--- config.mk ---
export PLATFORM = sky130hd
export DESIGN_NAME = halfstep_stepper_ramp_driver
export DESIGN_NICKNAME = d
export VERILOG_FILES = /design/src/sv/hssrd_pkg.sv /design/src/sv/hssrd_div.sv /design/src/sv/halfstep_stepper_ramp_driver.sv
export SDC_FILE = /design/constraint.sdc
export NUM_CORES = 1
export LEC_CHECK = 0
export BUFFER_PORTS_ARGS = -buffer_cell sky130_fd_sc_hd__buf_2
export CORE_MARGIN = 2
export CORE_UTILIZATION = 49
export DETAILED_ROUTE_END_ITERATION = 10
export PLACE_DENSITY = 0.7
export SETUP_SLACK_MARGIN = 0.02
export SLEW_MARGIN = 20
export SYNTH_ARGS = -nofsm -noshare
export SYNTH_HDL_FRONTEND = slang
export SYNTH_SLANG_ARGS = --single-unit
--- constraint.sdc ---
create_clock -name i_clk -period 3.6 [get_ports i_clk]
set_input_delay 0.36 -clock i_clk [delete_from_list [all_inputs] [get_ports i_clk]]
set_output_delay 0.36 -clock i_clk [all_outputs]
set_load 0.01 [all_outputs]
--- src/sv/hssrd_pkg.sv ---
package hssrd_pkg;

    // request kinds carried in tuser
    localparam logic [1:0] REQ_UPDATE = 2'd0;
    localparam logic [1:0] REQ_BURST  = 2'd1;
    localparam logic [1:0] REQ_LOAD   = 2'd2;

    // field widths fixed by the stream format
    localparam int TS_W    = 32;
    localparam int CNT_W   = 5;
    localparam int SPEED_W = 16;
    localparam int COIL_W  = 4;
    localparam int PHASE_W = 3;

    // speed is kept inside +/- this limit
    localparam logic signed [SPEED_W-1:0] SPEED_MAX = 16'sd32767;
    localparam logic signed [SPEED_W-1:0] SPEED_MIN = -16'sd32767;

    typedef logic [PHASE_W-1:0] t_phase;
    typedef logic [COIL_W-1:0]  t_coil;

    // divider hand-off back to the sequencer
    typedef struct packed {
        logic done;
        logic busy;
    } t_div_stat;

    // half-step coil table, bit3 first coil through bit0 fourth coil
    function automatic t_coil coil_of(input t_phase p);
        t_coil c;
        unique case (p)
            3'd0: c = 4'h1;
            3'd1: c = 4'h3;
            3'd2: c = 4'h2;
            3'd3: c = 4'h6;
            3'd4: c = 4'h4;
            3'd5: c = 4'hC;
            3'd6: c = 4'h8;
            3'd7: c = 4'h9;
            default: c = 4'h1;
        endcase
        return c;
    endfunction

endpackage

--- src/sv/hssrd_div.sv ---
module hssrd_div
    import hssrd_pkg::*;
#(
    parameter int NUMERATOR = 256000
) (
    input  logic                              i_clk,
    input  logic                              i_rst_n,
    input  logic                              i_start,
    input  logic [SPEED_W-1:0]                i_den,
    output t_div_stat                         o_stat,
    output logic [$clog2(NUMERATOR+1)-1:0]    o_quot
);

    localparam int Q_W = $clog2(NUMERATOR + 1);
    localparam int C_W = $clog2(Q_W + 1);
    localparam logic [Q_W-1:0] NUM_BITS = Q_W'(NUMERATOR);

    logic               r_busy;
    logic               r_done;
    logic [C_W-1:0]     r_cnt;
    logic [Q_W-1:0]     r_num;
    logic [SPEED_W-1:0] r_rem;
    logic [SPEED_W-1:0] r_den;

    logic [SPEED_W:0]   w_trial;
    logic               w_fits;

    // shift in the next numerator bit and try a subtract
    assign w_trial = {r_rem, r_num[Q_W-1]};
    assign w_fits  = (w_trial >= {1'b0, r_den});

    // control: one quotient bit per cycle
    always_ff @(posedge i_clk) begin
        if (!i_rst_n) begin
            r_busy <= 1'b0;
            r_done <= 1'b0;
            r_cnt  <= '0;
        end else begin
            r_done <= 1'b0;
            if (i_start) begin
                r_busy <= 1'b1;
                r_cnt  <= C_W'(Q_W);
            end else if (r_busy) begin
                r_cnt <= r_cnt - 1'b1;
                if (r_cnt == C_W'(1)) begin
                    r_busy <= 1'b0;
                    r_done <= 1'b1;
                end
            end
        end
    end

    // datapath: restoring division, quotient bits replace numerator bits
    always_ff @(posedge i_clk) begin
        if (i_start) begin
            r_num <= NUM_BITS;
            r_rem <= '0;
            r_den <= i_den;
        end else if (r_busy) begin
            r_num <= {r_num[Q_W-2:0], w_fits};
            r_rem <= w_fits ? SPEED_W'(w_trial - {1'b0, r_den}) : SPEED_W'(w_trial);
        end
    end

    assign o_stat.done = r_done;
    assign o_stat.busy = r_busy;
    assign o_quot      = r_num;

endmodule

--- src/sv/halfstep_stepper_ramp_driver.sv ---
// Half-step sequencer for a four-coil unipolar stepper with a speed ramp. Requests come in on
// the slave stream with the kind in tuser: a timed update (timestamp in tdata) emits at most one
// coil pattern, when the speed is nonzero and the time since the last step has reached
// INTERVAL_NUMERATOR/(|speed|+1), and then adds the acceleration register to the speed with
// saturation at +/-32767; a burst emits min(step_count, MAX_BURST) patterns back to back; a
// load sets the speed. The phase moves up after a pattern for positive speed and down
// otherwise. A timed update with nonzero speed goes through the bit-serial interval divider
// and then a compare state; a burst emits one pattern per cycle when the master side does not
// stall. The block takes one request at a time. The acceleration register may be written at
// any cycle but should only change while the block is idle.
module halfstep_stepper_ramp_driver
    import hssrd_pkg::*;
#(
    parameter int MAX_BURST          = 16,
    parameter int INTERVAL_NUMERATOR = 256000
) (
    input  logic               i_clk,
    input  logic               i_rst_n,
    // request stream
    input  logic               s_axis_tvalid,
    output logic               s_axis_tready,
    input  logic [55:0]        s_axis_tdata,   // timestamp_us[31:0], step_count[36:32],
                                               // speed_value[52:37], zero fill
    input  logic [1:0]         s_axis_tuser,   // req_type[1:0]
    // coil pattern stream
    output logic               m_axis_tvalid,
    input  logic               m_axis_tready,
    output logic [7:0]         m_axis_tdata,   // coil_pattern[3:0], phase_index[6:4], zero fill
    output logic               m_axis_tlast,   // last_of_run
    // acceleration register write
    input  logic               i_cfg_valid,
    output logic               o_cfg_ready,
    input  logic [SPEED_W-1:0] i_cfg_data
);

    localparam int Q_W = $clog2(INTERVAL_NUMERATOR + 1);
    localparam int BURST_CAP = (MAX_BURST < 31) ? MAX_BURST : 31;

    // speed limits at the width of the ramp sum
    localparam logic signed [SPEED_W:0] SUM_MAX = (SPEED_W+1)'(SPEED_MAX);
    localparam logic signed [SPEED_W:0] SUM_MIN = (SPEED_W+1)'(SPEED_MIN);

    localparam logic [1:0] S_IDLE  = 2'd0;
    localparam logic [1:0] S_DIV   = 2'd1;
    localparam logic [1:0] S_CMP   = 2'd2;
    localparam logic [1:0] S_BURST = 2'd3;

    logic [1:0]                r_state;
    t_phase                    r_phase;
    logic signed [SPEED_W-1:0] r_vel;
    logic signed [SPEED_W-1:0] r_acc;
    logic [TS_W-1:0]           r_last_ts;
    logic [TS_W-1:0]           r_ts;
    logic [TS_W-1:0]           r_elapsed;
    logic [CNT_W-1:0]          r_cnt;
    logic                      r_ovalid;
    t_coil                     r_ocoil;
    t_phase                    r_ophase;
    logic                      r_olast;

    logic                      w_accept;
    logic [1:0]                w_req;
    logic [TS_W-1:0]           w_ts;
    logic [CNT_W-1:0]          w_step_count;
    logic signed [SPEED_W-1:0] w_speed;
    logic [SPEED_W-1:0]        w_mag;
    logic [SPEED_W-1:0]        w_den;
    logic signed [SPEED_W:0]   w_sum;
    logic signed [SPEED_W-1:0] w_ramped;
    logic [CNT_W-1:0]          w_burst_n;
    logic                      w_out_free;
    logic                      w_due;
    t_phase                    w_next_phase;
    logic                      w_div_start;
    t_div_stat                 w_div_stat;
    logic [Q_W-1:0]            w_quot;

    // unpack the request word
    assign w_accept     = s_axis_tvalid && s_axis_tready;
    assign w_req        = s_axis_tuser;
    assign w_ts         = s_axis_tdata[31:0];
    assign w_step_count = s_axis_tdata[36:32];
    assign w_speed      = s_axis_tdata[52:37];

    // speed magnitude and divisor (speed never reaches -32768)
    assign w_mag = r_vel[SPEED_W-1] ? SPEED_W'(-r_vel) : r_vel;
    assign w_den = w_mag + 1'b1;

    // ramped speed with saturation
    assign w_sum = {r_vel[SPEED_W-1], r_vel} + {r_acc[SPEED_W-1], r_acc};
    always_comb begin
        priority if (w_sum > SUM_MAX) begin
            w_ramped = SPEED_MAX;
        end else if (w_sum < SUM_MIN) begin
            w_ramped = SPEED_MIN;
        end else begin
            w_ramped = w_sum[SPEED_W-1:0];
        end
    end

    // burst length cap
    assign w_burst_n = (32'(w_step_count) > 32'(BURST_CAP)) ? CNT_W'(BURST_CAP) : w_step_count;

    // step due check and phase direction
    assign w_due        = (r_elapsed >= TS_W'(w_quot));
    assign w_out_free   = !r_ovalid || m_axis_tready;
    assign w_next_phase = (r_vel > 0) ? r_phase + 1'b1 : r_phase - 1'b1;
    assign w_div_start  = w_accept && (w_req == REQ_UPDATE) && (w_mag != '0);

    hssrd_div #(
        .NUMERATOR (INTERVAL_NUMERATOR)
    ) u_div (
        .i_clk   (i_clk),
        .i_rst_n (i_rst_n),
        .i_start (w_div_start),
        .i_den   (w_den),
        .o_stat  (w_div_stat),
        .o_quot  (w_quot)
    );

    // request sequencer and motor state
    always_ff @(posedge i_clk) begin
        if (!i_rst_n) begin
            r_state   <= S_IDLE;
            r_phase   <= '0;
            r_vel     <= '0;
            r_last_ts <= '0;
            r_cnt     <= '0;
            r_ovalid  <= 1'b0;
        end else begin
            if (r_ovalid && m_axis_tready) begin
                r_ovalid <= 1'b0;
            end
            unique case (r_state)
                S_IDLE: begin
                    if (w_accept) begin
                        unique case (w_req)
                            REQ_UPDATE: begin
                                if (w_mag != '0) begin
                                    r_state <= S_DIV;
                                end else begin
                                    r_vel <= w_ramped;
                                end
                            end
                            REQ_BURST: begin
                                r_cnt <= w_burst_n;
                                if (w_burst_n != '0) begin
                                    r_state <= S_BURST;
                                end
                            end
                            REQ_LOAD: begin
                                r_vel <= (w_speed < SPEED_MIN) ? SPEED_MIN : w_speed;
                            end
                            default: begin
                            end
                        endcase
                    end
                end
                S_DIV: begin
                    if (w_div_stat.done) begin
                        r_state <= S_CMP;
                    end
                end
                S_CMP: begin
                    if (!w_due) begin
                        r_vel   <= w_ramped;
                        r_state <= S_IDLE;
                    end else if (w_out_free) begin
                        r_ovalid  <= 1'b1;
                        r_phase   <= w_next_phase;
                        r_last_ts <= r_ts;
                        r_vel     <= w_ramped;
                        r_state   <= S_IDLE;
                    end
                end
                S_BURST: begin
                    if (w_out_free) begin
                        r_ovalid <= 1'b1;
                        r_phase  <= w_next_phase;
                        r_cnt    <= r_cnt - 1'b1;
                        if (r_cnt == CNT_W'(1)) begin
                            r_state <= S_IDLE;
                        end
                    end
                end
                default: begin
                    r_state <= S_IDLE;
                end
            endcase
        end
    end

    // payload registers: timestamp capture and output word
    always_ff @(posedge i_clk) begin
        if (w_accept) begin
            r_ts      <= w_ts;
            r_elapsed <= w_ts - r_last_ts;
        end
        if (((r_state == S_CMP) && w_due && w_out_free) ||
            ((r_state == S_BURST) && w_out_free)) begin
            r_ocoil  <= coil_of(r_phase);
            r_ophase <= r_phase;
            r_olast  <= (r_state == S_CMP) || (r_cnt == CNT_W'(1));
        end
    end

    // acceleration register
    always_ff @(posedge i_clk) begin
        if (!i_rst_n) begin
            r_acc <= '0;
        end else if (i_cfg_valid) begin
            r_acc <= i_cfg_data;
        end
    end

    assign o_cfg_ready   = 1'b1;
    assign s_axis_tready = (r_state == S_IDLE) && !w_div_stat.busy;
    assign m_axis_tvalid = r_ovalid;
    assign m_axis_tdata  = {1'b0, r_ophase, r_ocoil};
    assign m_axis_tlast  = r_olast;

endmodule

==> results of run 1 <==
[state kept, by name, summed over array words and instances, names as in the netlist]
| register | cells |
|---|---|
| m_axis_tlast | 1 |
| m_axis_tvalid | 1 |
| r_acc | 16 |
| r_cnt | 5 |
| r_elapsed | 32 |
| r_last_ts | 32 |
| r_ocoil | 4 |
| r_ophase | 3 |
| r_phase | 3 |
| r_state | 2 |
| r_ts | 32 |
| r_vel | 16 |
| u_div.o_quot | 18 |
| u_div.r_busy | 1 |
| u_div.r_cnt | 5 |
| u_div.r_den | 16 |
| u_div.r_done | 1 |
| u_div.r_rem | 16 |
[timing repair]
action                     in CTS  in global routing
buffers inserted                0                  2
setup endpoints to repair       0                  9
hold buffers                    1                  0
hold endpoints to repair        1                  0
gates resized for setup         0                  5
[synthesized netlist by cell type, types with 12 or more instances]
cell type  number  share of area [%]
nor2_1        138                4.3
dfxtp_1       116                 19
inv_1         107                3.3
ha_1           89                9.2
a21oi_1        88                3.6
edfxtp_1       88                 22
nand2_1        76                2.4
mux2i_1        73                6.0
o21ai_0        71                2.9
xnor2_1        42                3.0
xor2_1         35                2.5
clkbuf_1       28               0.87
nor3_1         28                1.2
o211ai_1       22                1.4
a21o_1         21                1.3
nand3_1        21               0.87
nor2b_1        21                1.1
nand2b_1       18               0.93
a31oi_1        16               0.83
nor4_1         16               0.83
or3_1          16               0.83
nand3b_1       12               0.75
[final cells by class]
cell class,count,area (µm²)
flip-flops and latches,204,4970
clock buffers,36,676
multi-input cells,944,6540
inverters,108,409
repair buffers,106,598
fillers,2167,10600
clock inverters,8,61.3
well taps,324,405
[cells in the final DEF (no fill, tap or decap), drive strengths merged, types with 17 or more instances in the layout]
cell type / synthesis / final
nor2: 138 / 138
dfxtp: 116 / 116
inv: 108 / 107
buf: 20 / 105
ha: 89 / 89
edfxtp: 88 / 88
a21oi: 88 / 88
nand2: 76 / 76
o21ai: 74 / 74
mux2i: 73 / 73
xnor2: 42 / 42
clkbuf: 28 / 36
xor2: 35 / 35
nor3: 28 / 28
o211ai: 22 / 22
nor2b: 21 / 21
a21o: 21 / 21
nand3: 21 / 21
nand2b: 18 / 18
nor4: 17 / 17
[through the flow]
stage / hold slack [ns] / util (%) / setup slack [ns]
finish: 0.0238 / 56.3 / 0.107
CTS: 0.00303 / 56.2 / 0.187
detailed placement: 0.460 / 53.1 / 0.194
global route: 0.00749 / 56.3 / -0.0286
floorplan: 0.446 / - / 0.536
global placement: 0.457 / 53.1 / 0.290
[metal layers]
layer,wire (µm),vias up,global-route usage [%]
li1,-,4860,-
met1,11800,4436,26.3
met2,12200,199,34.3
met3,1050,57,2.67
met4,668,0,5.97
met5,0,-,0
[report_power, final]
group          switching [W]  internal [W]  total [W]
combinational        0.00158       0.00116    0.00273
sequential          0.000275       0.00286    0.00313
clock               0.000951       0.00130    0.00225
total                0.00280       0.00531    0.00812
[logic make-up after synthesis]
family / synth area share [%]
compound gates: 16.7
xor+xnor: 5.58
fa+ha+maj: 9.87
buf+inv: 5.11
flops: 41.1
mux: 6.23
other cells: 0.0621
simple gates: 15.4
[critical path, cell delays in order (launching register included)]
cell,delay [ns]
dfxtp_1,0.53
ha_1,0.34
and3_1,0.22
a22o_1,0.27
o211ai_1,0.32
a211oi_1,0.18
a2111oi_1,0.53
a21oi_2,0.17
nand2_1,0.27
or4bb_1,0.52
nand3_1,0.09
[final timing paths]
path	slack, ns	end
hold reg to reg	0.47	u_div.o_quot[17]
setup / recovery	0.11	r_vel[7]
setup reg to reg	0.11	r_vel[7]
hold / removal	0.02	r_ts[2]
==> results by group, run 1 <==
Global routing
  • Vias in the first global route: roughly 9200
  • Largest net degree at the start of global routing: 65
  • GRT Util Overall: 20.0%
  • Gr ovfl total: 0
  • Initial antenna violation count: 0
  • First-pass GRT wire length: 43600 µm

Critical path
  • CP Launch Type: register
  • Worst reg2reg path depth: 10
  • Largest fanout on the critical path: 8
  • Reg2reg start: r_vel[4]
  • Worst Path Arrival: 3.96 ns
  • Worst setup path startpoint: r_vel[4]
  • Critical setup path kind: register to register
  • Critical Path End Type: register
  • WP data required: 4.06 ns

Finish
  • Area delta synth->final: 12.9%
  • Final nets: 1560
  • Share of post-route cells with drive strength above 1: a little under an eighth
  • Ant. Diodes: 0
  • Post-route insts no fill: roughly 1700
  • Fin area: between 10000 and 15000 µm²

Floorplan
  • Die width: about 160 µm
  • Number of core rows: 57
  • Core area: 24200 µm²
  • Initial core utilization: roughly 50%
  • Die Y: around 160 µm
  • Io pins: between 90 and 100
  • DIE AREA: between 20000 and 30000 µm²

Job
  • # Max-Cap Violations: 0

STA
  • Setup Skew: ~0.018 ns
  • Min Tclk post-route: around 3.5 ns
  • Worst Tran Pin Value: roughly 0.90 ns
  • Final hold vios: 0
  • Final TNS setup: 0 ns
  • Fmax achieved: ~290 MHz
  • Endpoints failing setup: 0
  • Slew Viols, Final: 0
  • Final Cycle Share: 97.0%
  • Slew margin rel.: 39.7%

Yosys
  • Sequential fraction of the synthesis area: roughly two fifths
  • Syn nets: approximately 1500
  • Most used DFF post-synth: dfxtp_1
  • Library cells used by synthesis: 74
  • Post-Syn Area: between 10000 and 15000 µm²
  • Synth warnings: 0
  • Syn_area_per_cell: slightly above 9 µm²
  • Post-synth EDFFs: around 90
  • Mapped Cells: about 1300
  • Synthesized flop and latch total: 204
  • Asr flop ratio synth: 0%

Place
  • Final GP Congestion: between 0.9 and 1
  • Placed cells: 1683
  • HPWL Detailed: approximately 19000 µm
  • Placed inst area: ~13000 µm²
  • PortBufs: 85

Hold path
  • Min-delay src: s_axis_tdata[2]
  • Hold Crit Class: input port to register
  • Hold Crit Depth: 1

Status
  • Status: completed

Route
  • Final wirelength: approximately 26000 µm
  • Via count: ~9600
  • 1st-pass router iterations: 5
  • Detailed-route DRC error count: 0
  • Vias per inst: around 5.5
  • Wire per inst: approximately 15 µm
  • Final ANT Viol Nets: 0
  • 1st-iter DRT viols: 566

Clock network
  • Clk_lat worst skew: approximately 0.53 ns
  • CTS Buffer Depth: 3
  • CTS root buf: clkbuf_16
  • H-tree Lvls: 1
  • CTS sink cnt: 204
  • Clock-pin slew on the worst setup and hold paths: 0.06 ns
  • TritonCTS buffer count: 24
  • CTS tree: yes

Pwr
  • Pwr Density: around 590 nW/µm²
  • Lkg Pwr: between 5 and 6 nW
  • Peak VDD IR: between 0.0004 and 0.0005 V
  • Total power: just over 0.008 W
Power figures use the tool's default switching activity.
==> run 2: changes to the inputs <==
--- a/config.mk
+++ b/config.mk
@@ -14,4 +14,5 @@
 export SLEW_MARGIN = 20
 export SYNTH_ARGS = -nofsm -noshare
 export SYNTH_HDL_FRONTEND = slang
+export SYNTH_HIERARCHICAL = 1
 export SYNTH_SLANG_ARGS = --single-unit
==> run 2 against run 1 <==
- clock power increased by 16%
- utilization is 0.53 points higher
- critical endpoint is now r_vel[4]
- design area grew 3.9%
- power up 8.8%
- clock skew fell by 0.0011 ns
- sequential cell count stayed put
- critical path type unchanged
- non-clock buffer count up 8
- largest power group unchanged
- die area increased by 2.1%
- maximum frequency up 4.9%
==> results by group, run 2 <==
Status
  • Status: completed

Hold path
  • Hold Crit Class: input port to register
  • Min-delay src: s_axis_tdata[13]
  • Hold Crit Endpoint: r_ts[13]
  • Hold Crit Depth: 1

Critical path
  • Crit path depth: 11
  • CP Launch Type: register
  • Critical path, cell by cell: inv_1, fa_1, nand2b_1, a21oi_1, o21ai_4, xor2_1, nand4bb_1, a2111oi_4, a41oi_1, o211a_1, o221a_1
  • Critical setup path kind: register to register
  • CP top delay family: compound AO/OA/AOI/OAI gates
  • Crit path buf inv count: 1
  • R2r setup slk: 0.27 ns
  • R2r endpoint: r_vel[4]
  • Largest fanout on the critical path: 5
  • Worst reg2reg path depth: 11
  • WP data required: between 4 and 5 ns
  • Worst Path Arrival: about 3.8 ns
  • Critical Path End Type: register
  • Max stage delay cell, worst path: fa_1
  • Reg2reg start: r_vel[1]
  • Slowest stage delay, CP: 0.47 ns

Route
  • Vias per inst: 5.59
  • 1st-iter DRT viols: between 500 and 600
  • Final ANT Viol Nets: 0
  • Wire per inst: ~16 µm
  • Detailed-route DRC error count: 0
  • Final wirelength: between 20000 and 30000 µm
  • 1st-pass router iterations: 5
  • Via count: about 9800

Yosys
  • Top-area cell type share of the netlist area: between 20% and 30%
  • Post-synth top cells: nor2_1 (144), dfxtp_1 (116), inv_1 (102), ha_1 (89), edfxtp_1 (88)
  • Synthesized flop and latch total: 204
  • Syn_area_per_cell: 9.44 µm²
  • Synth warnings: 6
  • Leading area contributor after synthesis: edfxtp_1
  • Post-synth EDFFs: 88
  • Syn nets: ~1500
  • Most used DFF post-synth: dfxtp_1
  • Sequential fraction of the synthesis area: 40.2%
  • Post-Syn Area: 12400 µm²
  • Library cells used by synthesis: 94
  • Asr flop ratio synth: 0%
  • Cell with the most instances after synthesis: nor2_1
  • Mapped Cells: ~1300
  • Top post-synthesis cells by area: edfxtp_1 (21%), dfxtp_1 (19%), ha_1 (9.0%)

Finish
  • Largest registers: r_elapsed x32, r_last_ts x32, r_ts x32
  • Final nets: 1574
  • Flip-flop and latch area: approximately 5000 µm²
  • Most frequent cells in the layout: nor2_1 (143), dfxtp_1 (115), inv_1 (102), ha_1 (89), edfxtp_1 (88)
  • Fin util: between 50% and 60%
  • Area delta synth->final: 14.8%
  • Area of the multi-input gates: about 6800 µm²
  • Commonest non-fill, non-tap cell in the layout: nor2_1
  • Fill count: between 2000 and 2500
  • Post-route insts no fill: between 1500 and 2000
  • Share of post-route cells with drive strength above 1: 13.8%

Pwr
  • Seq pwr share: around 36%
  • Psw: between 0.003 and 0.004 W
  • Total power: between 0.008 and 0.009 W
  • Switching share of power: between 30% and 40%
  • Clock power share: just under 30%
  • Power Internal: ~0.0058 W
  • Logic pwr share: approximately a third
  • Pwr Density: 623 nW/µm²
  • Peak VDD IR: 0.000395 V
  • Lkg Pwr: around 5.8 nW

Clock network
  • CTS tree: yes
  • Post-CTS Setup Bufs: 0
  • CTS root buf: clkbuf_16
  • Clk_lat worst skew: 0.54 ns
  • CTS sink cnt: slightly above 200
  • TritonCTS buffer count: 24
  • H-tree Lvls: 1
  • CTS Buffer Depth: 3
  • Clock-pin slew on the worst setup and hold paths: approximately 0.060 ns

Global routing
  • First-pass GRT wire length: approximately 45000 µm
  • Largest net degree at the start of global routing: 65
  • Vias in the first global route: around 9300
  • Met2 usage: a little over a third
  • GRT Util Overall: around 21%
  • Met3 GRT Util: 3.36%
  • Gr ovfl total: 0
  • Initial antenna violation count: 4
  • Grt peak-use layer: met2
  • Met1 Usage GRT: between 20 and 30%

Floorplan
  • Initial core utilization: 49.5%
  • Die Y: about 160 µm
  • Die width: between 150 and 200 µm
  • Number of core rows: 58
  • DIE AREA: roughly 27000 µm²
  • Core area: around 25000 µm²
  • Io pins: roughly 90

Place
  • Placed cells: approximately 1700
  • PortBufs: 85
  • Final GP Congestion: 0.900
  • HPWL Detailed: 20000 µm

Job
  • # Max-Cap Violations: 0

STA
  • Min Tclk post-route: around 3.3 ns
  • RSZ-0062 raised after global routing: false
  • Fmax achieved: about 300 MHz
  • Endpoints failing setup: 0
  • Setup Skew: 0.0171 ns
  • Final hold vios: 0
  • Slew margin rel.: 41.6%
  • Final Cycle Share: roughly 90%
  • Slew Viols, Final: 0
  • Worst Tran Pin Value: about 0.9 ns
==> run 2: changes by cell type after synthesis, moves of 7 or more <==
cell,change
a211oi_1,+7
a21oi_1,-13
o21ai_1,+10
xor2_1,-7
xnor2_1,+8
o21ai_0,-28
nand2_1,+7
a41oi_1,+7
==> run 2: cells by family after synthesis <==
kind of cell	count (synthesis)	share of synthesized area [%]
flip-flops	204	40.2
other	2	0.0608
multiplexers	71	5.76
buffers and inverters	152	4.97
XOR/XNOR	79	5.66
adder cells (fa/ha/maj)	93	9.66
AND/OR/NAND/NOR	394	15.7
AO/OA/AOI/OAI	314	18.0
==> run 2: area by class of cell <==
cell class / count / area share, %
Antenna cell: 4 / 0.0705
Clock inverter: 10 / 1.07
Clock buffer: 34 / 5.08
Multi-Input combinational cell: 953 / 48.2
Sequential cell: 204 / 35.0
Inverter: 105 / 2.83
Timing Repair Buffer: 114 / 4.81
Tap cell: 330 / 2.91
==> run 2: worst max path at each step <==
| stage | from | endpoint | slack (ns) |
|---|---|---|---|
| CTS | r_vel[7] | r_vel[4] | 0.30 |
| floorplan | u_div/r_busy | u_div/r_rem[13] | -0.70 |
| detailed placement | r_vel[7] | r_vel[4] | 0.33 |
| global route | r_vel[2] | r_vel[4] | 0.1 |
| finish | r_vel[1] | r_vel[4] | 0.27 |
| global placement | r_vel[7] | r_vel[4] | 0.35 |
==> run 2: layer usage <==
layer,share of wire [%],up-vias
li1,-,4934
met1,46,4616
met2,47,205
met3,4.5,44
met4,2.0,0
met5,0,-
==> run 2: what timing repair did <==
item,CTS,global route
hold buffers,7,4
resized for setup,0,0
endpoints found under the hold margin,7,4
==> run 2: power groups by stage <==
| stage | registers [W] | clock network [W] | logic, W |
|---|---|---|---|
| 2_1_floorplan | 0.00312 | 0 | 0.00245 |
| 3_3_place_gp | 0.00319 | 0 | 0.00296 |
| 3_5_place_dp | 0.00320 | 0 | 0.00303 |
| 5_1_grt | 0.00321 | 0.00277 | 0.00344 |
| 4_1_cts | 0.00316 | 0.00266 | 0.00307 |
| 6_report | 0.00316 | 0.00261 | 0.00307 |
==> run 2: per-stage QoR <==
stage	setup WS [ns]	TNS (ns)	area, µm²	hold WS, ns
4_1_cts	0.302	0	14100	0.000207
3_5_place_dp	0.328	0	13200	0.470
3_3_place_gp	0.350	0	13200	0.460
2_1_floorplan	-0.698	-33.27	12500	0.453
5_1_grt	0.0985	0	14200	0.00144
6_report	0.270	0	14200	0.0210
